[config.mk]
export PLATFORM = sky130hd
export DESIGN_NAME = keyword_query_classifier
export DESIGN_NICKNAME = d
export VERILOG_FILES = /design/src/rtl/kqc_pkg.sv /design/src/rtl/kqc_cell.sv /design/src/rtl/kqc_match.sv /design/src/rtl/keyword_query_classifier.sv
export VERILOG_INCLUDE_DIRS = /design/src /design/src/rtl
export SDC_FILE = /design/constraint.sdc
export NUM_CORES = 1
export LEC_CHECK = 0
export ABC_AREA = 1
export BUFFER_PORTS_ARGS = -buffer_cell sky130_fd_sc_hd__buf_2
export CAP_MARGIN = 20
export CELL_PAD_IN_SITES_DETAIL_PLACEMENT = 1
export CELL_PAD_IN_SITES_GLOBAL_PLACEMENT = 1
export CORE_UTILIZATION = 44
export CTS_CLUSTER_DIAMETER = 120
export CTS_CLUSTER_SIZE = 12
export DETAILED_ROUTE_END_ITERATION = 7
export PLACE_DENSITY_LB_ADDON = 0.1
export RECOVER_POWER = 25
export SLEW_MARGIN = 20
export SYNTH_ARGS = -nofsm -noshare
export SYNTH_HDL_FRONTEND = slang
export SYNTH_SLANG_ARGS = --single-unit
[constraint.sdc]
create_clock -name clk -period 2.5 [get_ports clk]
set_clock_uncertainty 0.1 [all_clocks]
set_input_delay 0.125 -clock clk [delete_from_list [all_inputs] [get_ports clk]]
set_output_delay 0.125 -clock clk [all_outputs]
set_load 0.005 [all_outputs]
[src/rtl/keyword_query_classifier_macros.svh]
// Assertion macros for the keyword query classifier
`ifndef KEYWORD_QUERY_CLASSIFIER_MACROS_SVH
`define KEYWORD_QUERY_CLASSIFIER_MACROS_SVH
`ifndef SYNTHESIS
`define KQC_ASSERT_IMPL(label, clk, rst_n, ante, cons) \
  label: assert property (@(posedge clk) disable iff (!rst_n) (ante) |-> (cons)) \
    else $error("assertion failed");
`define KQC_ASSERT_NEXT(label, clk, rst_n, ante, cons) \
  label: assert property (@(posedge clk) disable iff (!rst_n) (ante) |=> (cons)) \
    else $error("assertion failed");
`else
`define KQC_ASSERT_IMPL(label, clk, rst_n, ante, cons)
`define KQC_ASSERT_NEXT(label, clk, rst_n, ante, cons)
`endif
`endif

[src/rtl/kqc_pkg.sv]
// ----------------------------------------------------------------------------
// kqc_pkg
// Keyword ROMs, class codes and helpers for the keyword query classifier.
// ----------------------------------------------------------------------------
package kqc_pkg;

  localparam int WINDOW_LEN_DEF    = 19;
  localparam int SIMPLE_COUNT_DEF  = 19;
  localparam int COMPLEX_COUNT_DEF = 18;
  localparam int SIMPLE_ROM_SIZE   = 19;
  localparam int COMPLEX_ROM_SIZE  = 18;
  localparam int KW_MAX            = 19;

  localparam logic [1:0] CLASS_SIMPLE  = 2'd0;
  localparam logic [1:0] CLASS_MEDIUM  = 2'd1;
  localparam logic [1:0] CLASS_COMPLEX = 2'd2;

  // keyword text, first character in the top byte, left aligned
  typedef logic [KW_MAX*8-1:0] kw_text_t;

  typedef struct packed {
    logic [7:0] len;
    kw_text_t   text;
  } kw_t;

  function automatic kw_t mk(input logic [7:0] len, input kw_text_t s);
    kw_t k;
    k.len  = len;
    k.text = s << (8 * (KW_MAX - int'(len)));
    return k;
  endfunction

  function automatic kw_t simple_kw(input int idx);
    kw_t k;
    case (idx)
      0:  k = mk(8'd7,  "explain");
      1:  k = mk(8'd7,  "what is");
      2:  k = mk(8'd9,  "what does");
      3:  k = mk(8'd8,  "what are");
      4:  k = mk(8'd8,  "how does");
      5:  k = mk(8'd8,  "describe");
      6:  k = mk(8'd7,  "show me");
      7:  k = mk(8'd4,  "find");
      8:  k = mk(8'd8,  "where is");
      9:  k = mk(8'd4,  "list");
      10: k = mk(8'd7,  "tell me");
      11: k = mk(8'd6,  "define");
      12: k = mk(8'd10, "meaning of");
      13: k = mk(8'd18, "help me understand");
      14: k = mk(8'd5,  "print");
      15: k = mk(8'd7,  "display");
      16: k = mk(8'd4,  "read");
      17: k = mk(8'd3,  "get");
      18: k = mk(8'd7,  "look up");
      default: k = '0;
    endcase
    return k;
  endfunction

  function automatic kw_t complex_kw(input int idx);
    kw_t k;
    case (idx)
      0:  k = mk(8'd9,  "architect");
      1:  k = mk(8'd6,  "design");
      2:  k = mk(8'd15, "refactor entire");
      3:  k = mk(8'd7,  "rewrite");
      4:  k = mk(8'd11, "restructure");
      5:  k = mk(8'd16, "implement system");
      6:  k = mk(8'd7,  "build a");
      7:  k = mk(8'd19, "create a new system");
      8:  k = mk(8'd17, "add a new feature");
      9:  k = mk(8'd16, "across all files");
      10: k = mk(8'd10, "every file");
      11: k = mk(8'd9,  "all files");
      12: k = mk(8'd14, "multiple files");
      13: k = mk(8'd10, "multi-file");
      14: k = mk(8'd13, "codebase-wide");
      15: k = mk(8'd9,  "migration");
      16: k = mk(8'd8,  "overhaul");
      17: k = mk(8'd8,  "redesign");
      default: k = '0;
    endcase
    return k;
  endfunction

  // character of a keyword that must sit at window age pos (0 newest)
  function automatic logic [7:0] kw_char(input kw_t k, input int pos);
    logic [7:0] c;
    c = 8'd0;
    if (pos < int'(k.len))
      c = k.text[8*(KW_MAX-int'(k.len)+pos) +: 8];
    return c;
  endfunction

  function automatic logic [7:0] fold(input logic [7:0] c);
    return (c >= 8'h41 && c <= 8'h5a) ? c + 8'd32 : c;
  endfunction

endpackage

[src/rtl/kqc_cell.sv]
// ----------------------------------------------------------------------------
// kqc_cell
// One window slot: holds a byte aged by its place, hands it on each item.
// ----------------------------------------------------------------------------
module kqc_cell (
  input  logic       clk,
  input  logic       rst_n,
  input  logic       adv,
  input  logic       clr,
  input  logic [7:0] byte_in,
  output logic [7:0] byte_out
);

  logic [7:0] byte_r;

  always_ff @(posedge clk) begin
    if (!rst_n || (adv && clr)) begin
      byte_r <= 8'd0;
    end else if (adv) begin
      byte_r <= byte_in;
    end
  end

  assign byte_out = byte_r;

endmodule

[src/rtl/kqc_match.sv]
// ----------------------------------------------------------------------------
// kqc_match
// Parallel comparators: does any keyword of a list end at the newest byte.
// ----------------------------------------------------------------------------
module kqc_match #(
  parameter int WINDOW_LEN = kqc_pkg::WINDOW_LEN_DEF,
  parameter int COUNT      = 1,
  parameter bit IS_COMPLEX = 1'b0
) (
  input  logic [WINDOW_LEN*8-1:0] win,
  output logic                    hit
);

  localparam int ROM_N = IS_COMPLEX ? kqc_pkg::COMPLEX_ROM_SIZE : kqc_pkg::SIMPLE_ROM_SIZE;
  localparam int N     = COUNT < ROM_N ? COUNT : ROM_N;

  logic [N-1:0] hits;

  for (genvar k = 0; k < N; k++) begin : g_kw
    localparam kqc_pkg::kw_t KW = IS_COMPLEX ? kqc_pkg::complex_kw(k) : kqc_pkg::simple_kw(k);
    always_comb begin
      hits[k] = (int'(KW.len) <= WINDOW_LEN);
      for (int p = 0; p < WINDOW_LEN; p++) begin
        if (p < int'(KW.len) && win[8*p +: 8] != kqc_pkg::kw_char(KW, p))
          hits[k] = 1'b0;
      end
    end
  end

  assign hit = |hits;

endmodule

[src/rtl/keyword_query_classifier.sv]
// ----------------------------------------------------------------------------
// keyword_query_classifier
// Classifies a byte-stream query as simple, medium or complex by keywords.
// ----------------------------------------------------------------------------
// channel | dir | tdata                 | tlast
// in_     | in  | [7:0] text_byte       | end_of_query
// out_    | out | [1:0] query_class     | always 1
// One byte accepted per cycle unless stalled; the window is a chain of byte cells.
// A result appears in the cycle after the final byte is accepted, in an output register.
// Input is stalled only while a result waits and the sink is not ready.
// Reset clears window, sticky flags and the output valid.
// ----------------------------------------------------------------------------
`include "keyword_query_classifier_macros.svh"

module keyword_query_classifier #(
  parameter int WINDOW_LEN    = kqc_pkg::WINDOW_LEN_DEF,
  parameter int SIMPLE_COUNT  = kqc_pkg::SIMPLE_COUNT_DEF,
  parameter int COMPLEX_COUNT = kqc_pkg::COMPLEX_COUNT_DEF
) (
  input  logic       clk,
  input  logic       rst_n,
  input  logic       in_tvalid,
  output logic       in_tready,
  input  logic [7:0] in_tdata,   // [7:0] text_byte
  input  logic       in_tlast,
  output logic       out_tvalid,
  input  logic       out_tready,
  output logic [7:0] out_tdata,  // [1:0] query_class, zero filled
  output logic       out_tlast
);

  localparam int HIST = WINDOW_LEN - 1;

  logic [WINDOW_LEN*8-1:0] win;
  logic adv, chit, shit;
  logic complex_r, simple_r, complex_nxt, simple_nxt;
  logic out_valid_r;
  logic [1:0] class_r, class_nxt;

  assign in_tready = !out_valid_r || out_tready;
  assign adv       = in_tvalid && in_tready;

  assign win[7:0] = kqc_pkg::fold(in_tdata);

  for (genvar i = 0; i < HIST; i++) begin : g_cell
    kqc_cell u_cell (
      .clk     (clk),
      .rst_n   (rst_n),
      .adv     (adv),
      .clr     (in_tlast),
      .byte_in (win[8*i +: 8]),
      .byte_out(win[8*(i+1) +: 8])
    );
  end

  kqc_match #(.WINDOW_LEN(WINDOW_LEN), .COUNT(COMPLEX_COUNT), .IS_COMPLEX(1'b1))
    u_cmatch (.win(win), .hit(chit));
  kqc_match #(.WINDOW_LEN(WINDOW_LEN), .COUNT(SIMPLE_COUNT), .IS_COMPLEX(1'b0))
    u_smatch (.win(win), .hit(shit));

  always_comb begin
    complex_nxt = complex_r || chit;
    simple_nxt  = simple_r || shit;
    if (complex_nxt)
      class_nxt = kqc_pkg::CLASS_COMPLEX;
    else if (simple_nxt)
      class_nxt = kqc_pkg::CLASS_SIMPLE;
    else
      class_nxt = kqc_pkg::CLASS_MEDIUM;
  end

  always_ff @(posedge clk) begin
    if (!rst_n) begin
      complex_r   <= 1'b0;
      simple_r    <= 1'b0;
      out_valid_r <= 1'b0;
    end else begin
      if (out_tready)
        out_valid_r <= 1'b0;
      if (adv) begin
        complex_r <= in_tlast ? 1'b0 : complex_nxt;
        simple_r  <= in_tlast ? 1'b0 : simple_nxt;
        if (in_tlast)
          out_valid_r <= 1'b1;
      end
    end
  end

  always_ff @(posedge clk) begin
    if (adv && in_tlast)
      class_r <= class_nxt;
  end

  assign out_tvalid = out_valid_r;
  assign out_tdata  = {6'd0, class_r};
  assign out_tlast  = 1'b1;

  `KQC_ASSERT_NEXT(a_res_after_last, clk, rst_n, adv && in_tlast, out_tvalid)
  `KQC_ASSERT_NEXT(a_flags_clear, clk, rst_n, adv && in_tlast, !complex_r && !simple_r)
  `KQC_ASSERT_IMPL(a_class_legal, clk, rst_n, out_tvalid, out_tdata[1:0] != 2'd3)
  `KQC_ASSERT_IMPL(a_no_stall_empty, clk, rst_n, !out_tvalid, in_tready)

endmodule
Word-level counts from Yosys, hierarchy flattened
Cells that the tools add are included.

cells by class
  $add $sub $neg = 1
  multipliers = 0
  div/mod/pow operators = 0
  order comparisons = 2
  equal/unequal tests = 169
  shift operators = 0
  multiplexer cells = 280
  bitwise gates (word level) = 0
  reduce and logical (&&, ||, !) cells = 11

operator list
  operator                                                            count
  inequality test 8 x 7 -> 1 bit (second input constant)              156
  2-to-1 mux 1 bit                                                    279
  inequality test 8 x 6 -> 1 bit (second input constant)              13
  OR reduction 19 bit                                                 1
  OR reduction 18 bit                                                 1
  adder 8 x 6 -> 8 bit (second input constant)                        1
  greater-or-equal comparator 8 x 7 -> 1 bit (second input constant)  1
  <= comparator 8 x 7 -> 1 bit (second input constant)                1
  2-to-1 mux 8 bit                                                    1
  logical OR 1 bit                                                    4
  logical AND 1 bit                                                   3
  logical NOT 1 bit                                                   2

word-level totals
  register bits = 149
  latch bits = 0
  memory bits (writable) = 0
  bits in read-only memories = 0
  input port bits = 13
  output and inout port bits = 11
  word-level logic and storage cells = 485
  memories kept = 0

Depth between registers and ports, before layout
Gate-level depths: netlist of run 1.

  word-level depth = 26
  depth in mapped cells = 17
  depth with buffers taken out = 17

Modules after synthesis
A second synthesis of run 1 with hierarchy kept.

second synthesis, totals
  cell total of the unflattened synthesis = 1,940
  area total of the unflattened synthesis = 10,606.4 um^2

modules (own cells, without submodules)
  module                    instances  cells an instance  area an instance (um^2)  sequential area each (um^2)
  kqc_cell                  18         36                 287.8                    160.2
  kqc_match at u_cmatch     1          720                2,939.1                  0.0
  kqc_match at u_smatch     1          518                2,097.0                  0.0
  keyword_query_classifier  1          54                 390.4                    120.1

Worst setup path before layout of run 1
Ideal clock, no wire load.

  path kind = register to register
  start point = register g_cell[0].u_cell.byte_r[5]
  end point = register class_r[0], data pin
  setup time = 252 ps
  arrival time = 1,562 ps
  data required time = 2,148 ps
  setup slack = 587 ps
  stages on the path, launching flop included = 14
  path buffers = 0
  period minus slack after synthesis = 1,913 ps
  cells stage by stage = dfxtp_1 > nand2_1 > inv_1 > nand2_1 > nor3_1 > nand2_1 > nor3b_1 > nand2_1 > o21ai_0 > nor2_1 > nand2_1 > nor2_1 > nand2_1 > nor2_1

between the ends
  cells in the longest elaborated chain, start to end = 21
  elaborated cells between the ends (all ways) = 283
  those cells by class = 16 x eq/ne; 263 x mux; 4 x reduce/logical

RTL lines
  element                                                  RTL line                                                        source
  start: declaration                                       kqc_cell.sv:14                                                  logic [7:0] byte_r;
  start signal: assignment                                 kqc_cell.sv:20                                                  byte_r <= byte_in;
  inequality test 8 x 7 -> 1 bit                           kqc_match.sv:24                                                 if (p < int'(KW.len) && win[8*p +: 8] != kqc_pkg::kw_char(KW, p))
  2-to-1 mux 1 bit (17 in a row)                           kqc_match.sv:24
  OR reduction 19 bit or 2-to-1 mux 1 bit (tied branches)  kqc_match.sv:30, kqc_match.sv:24
  logical OR 1 bit or OR reduction 18 bit (tied branches)  keyword_query_classifier.sv:63, kqc_match.sv:30
  2-to-1 mux 1 bit or logical OR 1 bit (tied branches)     keyword_query_classifier.sv:66, keyword_query_classifier.sv:62
  end signal: assignment                                   keyword_query_classifier.sv:91                                  class_r <= class_nxt;
  end: declaration                                         keyword_query_classifier.sv:38                                  logic [1:0] class_r, class_nxt;

Several ways; a longest one is shown, not always the timed one.
A chain may end at the register's enable or synchronous reset.

Worst setup path after layout of run 1
  start point = register g_cell[5].u_cell.byte_r[1]
  end point = register class_r[0], data pin

between the ends
  cells in the longest elaborated chain, start to end = 16
  elaborated cells between the ends (all ways) = 147
  those cells by class = 17 x eq/ne; 126 x mux; 4 x reduce/logical

RTL lines
  element                         RTL line                        source
  start: declaration              kqc_cell.sv:14
  start signal: assignment        kqc_cell.sv:20
  inequality test 8 x 6 -> 1 bit  kqc_match.sv:24
  2-to-1 mux 1 bit (13 in a row)  kqc_match.sv:24
  OR reduction 18 bit (*)         kqc_match.sv:30                 assign hit = |hits;
  logical OR 1 bit (*)            keyword_query_classifier.sv:62  complex_nxt = complex_r || chit;
  named net complex_nxt           keyword_query_classifier.sv:36  logic complex_r, simple_r, complex_nxt, simple_nxt;

The timed path passes the listed nets; every way through them passes the cells marked *.

==> flow_metrics.env, run 1 <==
export IMPL_met2_wirelength_mm=25.1
export IMPL_grt_max_degree=80
export IMPL_grt_pass1_vias=13900
export IMPL_htreeDepth=4
export IMPL_core_area_um2=22100
export IMPL_layout_cells_non_filler=2217
export IMPL_synth_cells=1760
export IMPL_max_clock_freq_mhz=406
export IMPL_n_antenna_cell=0
export IMPL_r2r_end="class_r[0]"
export IMPL_cp_max_fo=6
export IMPL_crit_end="class_r[0]"
export IMPL_clk_pin_slew_ps=80
export IMPL_yosysTopAreaCell="dfxtp_1"
export IMPL_insertion_delay_ps=460
export IMPL_first_pass_iters=6
export IMPL_drive_gt1_share_pct=16.0
export IMPL_die_height_um=153
export IMPL_hold_violations=0
export IMPL_wl_met1_mm=19.2
export IMPL_layout_commonest_cell="nand2_1"
export IMPL_placed_cells=2168
export IMPL_reg2reg_depth=15
export IMPL_setup_tns_final_ps=0
export IMPL_clk_path_buf_depth=2
export IMPL_leakage_nw=4.50
export IMPL_synth_cell_types=37
export IMPL_clock_root_buffer="clkbuf_16"
export IMPL_fin_crit_ps=2460
export IMPL_ys_seq_area_share_pct=29.9
export IMPL_gr_total_overflow=0
export IMPL_slew_headroom_pct=49.7
export IMPL_crit_path_start_kind="register"
export IMPL_drc=0
export IMPL_endpoint_kind="register"
export IMPL_dr_wl_met3_mm=4.35
export IMPL_dieArea_um2=23400
export IMPL_tightest_slew_ps=755
export IMPL_highest_layer="met4"
export IMPL_finalSetupViolCount=0
export IMPL_synthToLayoutAreaGrowth_pct=25.0
export IMPL_holdCritPathClass="input pin to register"
export IMPL_grt_usage_pct=46.2
export IMPL_reg2reg_setup_slack_ps=40
export IMPL_antenna_found_initial=0
export IMPL_numPortBuffers=16
export IMPL_final_nets=1938
export IMPL_cp_data_required_time_ps=2620
export IMPL_mostFrequentLayoutCells="nand2_1, nor2_1, inv_1"
export IMPL_numCtsBuffers=17
export IMPL_ant_nets=0
export IMPL_num_rows=54
export IMPL_synth_area_um2=10000
export IMPL_finalCritPeriodShare_pct=98.6
export IMPL_finalMaxSlewViolations=0
export IMPL_cts_tree="built"
export IMPL_status="finished, final reports clean"
export IMPL_via_per_inst=6.10
export IMPL_ios=24
export IMPL_irDropWorstVdd_v=0.000479
export IMPL_hpwl_mm=40.6
export IMPL_drt_wirelength_per_cell_um=24.6
export IMPL_whs_ps=78.3
export IMPL_reg2reg_from="g_cell[5].u_cell.byte_out[1]"
export IMPL_dr_first_iter_drc_count=1381
export IMPL_vias=13500
export IMPL_ys_ff_latch=149
export IMPL_worst_ep_arrival_time_ps=2590
export IMPL_crit_type="register to register"
export IMPL_synth_area_leaders="dfxtp_1, nand2_1, nor2_1"
export IMPL_yosysWarnings=0
export IMPL_synth_top_area_share_pct=29.3
export IMPL_start_util_pct=45.4
export IMPL_cp_startpoint="g_cell[5].u_cell.byte_out[1]"
export IMPL_syn_avg_cell_area_um2=5.70
export IMPL_powerDensity_nw_per_um2=452
export IMPL_cap_viol_max_count=0
export IMPL_nFillCells=3102
export IMPL_clock_sink_count=149
export IMPL_gp_congestion=1.12
export IMPL_finalWirelength_mm=54.5
export IMPL_die_w_um=153
export IMPL_grt_first_pass_wirelength_mm=81.4
-- state kept, by name (all words and copies together), names as in the netlist --
name	count
g_cell.u_cell.byte_out	144
class_r	2
complex_r	1
out_tvalid	1
simple_r	1
-- cell usage after synthesis --
| master | n |
|---|---|
| a21oi_1 | 144 |
| a21oi_4 | 1 |
| and2_1 | 1 |
| and3_1 | 2 |
| buf_1 | 9 |
| buf_2 | 3 |
| buf_4 | 7 |
| buf_6 | 1 |
| clkbuf_1 | 39 |
| clkinv_1 | 2 |
| conb_1 | 2 |
| dfxtp_1 | 147 |
| edfxtp_1 | 2 |
| ha_1 | 1 |
| inv_1 | 199 |
| inv_2 | 6 |
| nand2_1 | 543 |
| nand2_2 | 5 |
| nand3_1 | 128 |
| nand3_2 | 2 |
| nand3_4 | 3 |
| nand3b_1 | 12 |
| nand4_1 | 70 |
| nand4_2 | 3 |
| nor2_1 | 306 |
| nor2_2 | 9 |
| nor2_4 | 5 |
| nor2_8 | 1 |
| nor2b_1 | 1 |
| nor3_1 | 67 |
| nor3_2 | 5 |
| nor3b_1 | 2 |
| nor4_1 | 18 |
| o21ai_0 | 10 |
| o21ai_1 | 2 |
| o21bai_1 | 1 |
| o22ai_1 | 1 |
-- timing repair --
item                       in CTS  in global routing
setup endpoints to repair       3                  4
setup buffers                   1                  7
pin swaps                       1                  4
hold endpoints to repair        9                  0
gates resized for setup         5                 50
hold buffers                    9                  0
-- cell type report --
type | count | area (um^2) | area share (%)
Timing Repair Buffer | 199 | 1590 | 12.6
Inverter | 207 | 779 | 6.21
Tap cell | 280 | 350 | 2.79
Multi-Input combinational cell | 1350 | 6210 | 49.5
Clock inverter | 14 | 184 | 1.47
Clock buffer | 18 | 429 | 3.42
Sequential cell | 149 | 3010 | 24.0
-- through the flow --
step | area (um^2) | utilization (%) | worst slack, ps | power, mW
floorplan | 10100 | - | 587 | 2.68
CTS | 12300 | 55.8 | 29.1 | 5.62
finish | 12500 | 56.8 | 35.8 | 5.67
detailed placement | 11600 | 52.4 | -169 | 2.82
global placement | 11600 | 52.4 | -188 | 2.80
global route | 12500 | 56.8 | -127 | 5.73
-- worst min-delay path by stage --
stage                             to  cells past startpoint  startpoint
after floorplan           out_tvalid                      2       rst_n
after global placement    out_tvalid                      3       rst_n
after detailed placement  out_tvalid                      3       rst_n
after CTS                 out_tvalid                      5    in_tlast
after global routing      out_tvalid                      6  out_tready
final                     out_tvalid                      6  out_tready
-- report_power, final --
group / switching [mW] / internal (mW)
Clock: 1.34 / 1.53
Sequential: 0.0155 / 2.39
Combinational: 0.286 / 0.104
Total: 1.64 / 4.02
-- logic make-up after synthesis --
| kind of cell | after synthesis | synth area share [%] |
|---|---|---|
| compound gates | 159 | 8.08 |
| fa+ha+maj | 1 | 0.125 |
| buf+inv | 266 | 10.3 |
| flops | 149 | 29.9 |
| other cells | 2 | 0.0748 |
| simple gates | 1183 | 51.5 |
-- worst max-delay path, stage by stage, from the launching register on --
cell and delay (ps):
dfxtp_1 460, nand2_1 120, inv_1 90, nand2_1 280, nor2_4 310, inv_1 100
nor3_2 160, nand3_1 100, nor2_1 120, nand2_1 60, nand2_1 60, nor2_1 40
nand2_1 60, nor2_1 40, nand3_1 90, nor2_1 50
-- routing by layer --
metal	global-route usage, %	vias to the layer above
met2	76.5	776
met3	11.4	407
met1	47.9	6374
li1	-	5965
met5	1.04	-
met4	44.2	0
Note: power is estimated with default switching activity, not from simulation.
==> inputs of run 2 (changes only) <==
--- a/config.mk
+++ b/config.mk
@@ -11,12 +11,13 @@
 export CAP_MARGIN = 20
 export CELL_PAD_IN_SITES_DETAIL_PLACEMENT = 1
 export CELL_PAD_IN_SITES_GLOBAL_PLACEMENT = 1
-export CORE_UTILIZATION = 44
+export CORE_UTILIZATION = 47
 export CTS_CLUSTER_DIAMETER = 120
 export CTS_CLUSTER_SIZE = 12
 export DETAILED_ROUTE_END_ITERATION = 7
 export PLACE_DENSITY_LB_ADDON = 0.1
 export RECOVER_POWER = 25
+export REMOVE_ABC_BUFFERS = 1
 export SLEW_MARGIN = 20
 export SYNTH_ARGS = -nofsm -noshare
 export SYNTH_HDL_FRONTEND = slang
==> constraint.sdc (replaced) <==
create_clock -name clk -period 3.1 [get_ports clk]
set_clock_uncertainty 0.1 [all_clocks]
set_input_delay 0.155 -clock clk [delete_from_list [all_inputs] [get_ports clk]]
set_output_delay 0.155 -clock clk [all_outputs]
set_load 0.005 [all_outputs]
==> run 2 against run 1 <==
- worst setup slack improved by 62 ps
- critical endpoint unchanged
- register-to-register slack improved by 60 ps
- global-route usage down 2.1 points
- count of clock-buffer cells in the layout shrank 1
- sequential cell count stayed put
- fmax decreased by 18%
- sequential power decreased by 19%
- final cell count shrank 6.9%
==> flow_metrics.env, run 2 (synthesis gave the netlist of run 1 again) <==
export IMPL_status="finished, final reports clean"
export IMPL_finalSetupViolCount=0
export IMPL_finalCritPeriodShare_pct=96.9
export IMPL_finalMaxSlewViolations=0
export IMPL_fin_crit_ps=3000
export IMPL_finalWirelength_mm=48.1
export IMPL_mostFrequentLayoutCells="nand2_1, nor2_1, inv_1"
export IMPL_irDropWorstVdd_v=0.000368
export IMPL_numPortBuffers=16
export IMPL_hold_violations=0
export IMPL_die_w_um=148
export IMPL_core_area_um2=21000
export IMPL_insertion_delay_ps=460
export IMPL_clk_pin_slew_ps=70
export IMPL_reg2reg_from="g_cell[2].u_cell.byte_out[2]"
export IMPL_setup_tns_final_ps=0
export IMPL_crit_chain="inv_1, nor2_1, nand2_1, inv_1, nand2_1, inv_1, nand2_1, nor3_1, nand3_1, nor2_1, nand2_1, nand3_1, nor2_1, nand3_1, nor2_1"
export IMPL_reg2reg_setup_slack_ps=100
export IMPL_dr_first_iter_drc_count=1410
export IMPL_nFillCells=3018
export IMPL_clk_path_buf_depth=2
export IMPL_gr_total_overflow=0
export IMPL_clock_sink_count=149
export IMPL_grt_first_pass_wirelength_mm=72.5
export IMPL_layout_commonest_cell="nand2_1"
export IMPL_synthToLayoutAreaGrowth_pct=10.7
export IMPL_clock_root_buffer="clkbuf_16"
export IMPL_cts_tree="built"
export IMPL_antenna_found_initial=0
export IMPL_placed_cells=2025
export IMPL_layout_cells_non_filler=2064
export IMPL_crit_type="register to register"
export IMPL_cp_data_required_time_ps=3210
export IMPL_slew_headroom_pct=27.5
export IMPL_swShare_pct=29.8
export IMPL_worst_ep_arrival_time_ps=3110
export IMPL_max_stage_delay_ps=460
export IMPL_cp_max_fo=6
export IMPL_pwr_share_comb_pct=6.1
export IMPL_num_rows=53
export IMPL_hold_start="in_tdata[7]"
export IMPL_hold_depth=5
export IMPL_grt_max_degree=98
export IMPL_slowest_stage="dfxtp_1"
export IMPL_clkPwrFrac_pct=49.4
export IMPL_drc=0
export IMPL_switching_power_mw=1.30
export IMPL_max_clock_freq_mhz=333
export IMPL_holdCritPathClass="input pin to register"
export IMPL_largest_reg_flops=144
export IMPL_start_util_pct=47.9
export IMPL_final_nets=1790
export IMPL_rsz0062_at_grt="false"
export IMPL_post_cts_setup_buffers=0
export IMPL_first_pass_iters=5
export IMPL_hpwl_mm=37.0
export IMPL_n_antenna_cell=0
export IMPL_drt_wirelength_per_cell_um=23.3
export IMPL_p_int_mw=3.06
export IMPL_hold_end="g_cell[0].u_cell.byte_out[7]"
export IMPL_r2r_end="class_r[0]"
export IMPL_seq_power_share_pct=44.5
export IMPL_via_per_inst=6.12
export IMPL_ios=24
export IMPL_gp_congestion=1.05
export IMPL_ant_nets=0
export IMPL_htreeDepth=4
export IMPL_reg2reg_depth=15
export IMPL_drive_gt1_share_pct=6.37
export IMPL_tightest_slew_ps=1090
export IMPL_leakage_nw=3.70
export IMPL_numCtsBuffers=17
export IMPL_grt_usage_pct=44.1
export IMPL_die_height_um=148
export IMPL_cap_viol_max_count=0
export IMPL_vias=12600
export IMPL_crit_path_start_kind="register"
export IMPL_powerDensity_nw_per_um2=393
export IMPL_endpoint_kind="register"
export IMPL_dieArea_um2=21900
export IMPL_grt_pass1_vias=12300
## run 2: changes by cell type in the layout (fill, tap and decap cells not counted), moves of 4 or more
cell and change:
buf_4 -141, nor3_2 -7, nand2_1 +4, nand3_2 -4, dfxtp_2 -4, nor2_1 +24
nor2_2 -18, dfxtp_1 +4, nand3_1 +4, buf_12 -7, nor2_4 -6, nor3_1 +8
nand2_2 -4
## run 2: critical path, delay by kind of cell (launching register included)
family        cells  cell delay, ps
simple gates     12            1770
flops             1             460
buf+inv           3             420
## run 2: repair_timing
item / in CTS / in global routing
hold endpoints to repair: 7 / 0
hold buffers: 7 / 0
endpoints found under the setup margin: 0 / 1
resized for setup: 0 / 1
## run 2: power by group through the flow
stage	Combinational (mW)	Sequential, mW	Clock (mW)
global placement	0.253	1.98	0
detailed placement	0.260	1.99	0
CTS	0.267	1.94	2.15
global route	0.285	1.94	2.23
floorplan	0.154	1.98	0
finish	0.267	1.94	2.15
## run 2: metrics by stage
| step | cell area [um^2] | setup WS [ps] | hold slack, ps | power, mW | utilization, % |
|---|---|---|---|---|---|
| 3_5_place_dp | 10500 | 183 | 315 | 2.25 | 50.1 |
| 3_3_place_gp | 10500 | 236 | 292 | 2.24 | 50.1 |
| 4_1_cts | 11100 | 170 | 9.89 | 4.35 | 53.2 |
| 5_1_grt | 11100 | 31.2 | 53.1 | 4.46 | 53.0 |
| 6_report | 11100 | 97.6 | 3.62 | 4.36 | 53.0 |
| 2_1_floorplan | 9800 | -5380 | 153 | 2.14 | - |
## run 2: worst max path at each step
stage                                   end  cells after the start                          from
5_1_grt                          class_r[0]                     15  g_cell[2].u_cell.byte_out[2]
4_1_cts                          class_r[0]                     13  g_cell[2].u_cell.byte_out[6]
2_1_floorplan  g_cell[0].u_cell.byte_out[6]                      6                    out_tvalid
6_report                         class_r[0]                     15  g_cell[2].u_cell.byte_out[2]
3_5_place_dp                     class_r[0]                     13  g_cell[2].u_cell.byte_out[6]
3_3_place_gp                     class_r[0]                     13  g_cell[2].u_cell.byte_out[5]
## run 2: layout make-up
cell class / count / area, um^2 / area share (%)
Tap cell: 275 / 344 / 3.10
Clock inverter: 15 / 159 / 1.43
Inverter: 207 / 779 / 7.02
Timing Repair Buffer: 51 / 378 / 3.40
Clock buffer: 17 / 425 / 3.83
Sequential cell: 149 / 3000 / 27.0
Multi-Input combinational cell: 1350 / 6020 / 54.2
## run 2: metal layers
| layer | vias to the layer above | track usage [%] | part of all wire, % | wire [um] |
|---|---|---|---|---|
| li1 | 5660 | - | - | - |
| met1 | 6127 | 61.1 | 43 | 20600 |
| met2 | 699 | 68.7 | 44 | 21000 |
| met3 | 139 | 8.56 | 10 | 4920 |
| met4 | 0 | 14.2 | 3.3 | 1570 |
| met5 | - | 0 | 0 | 0 |
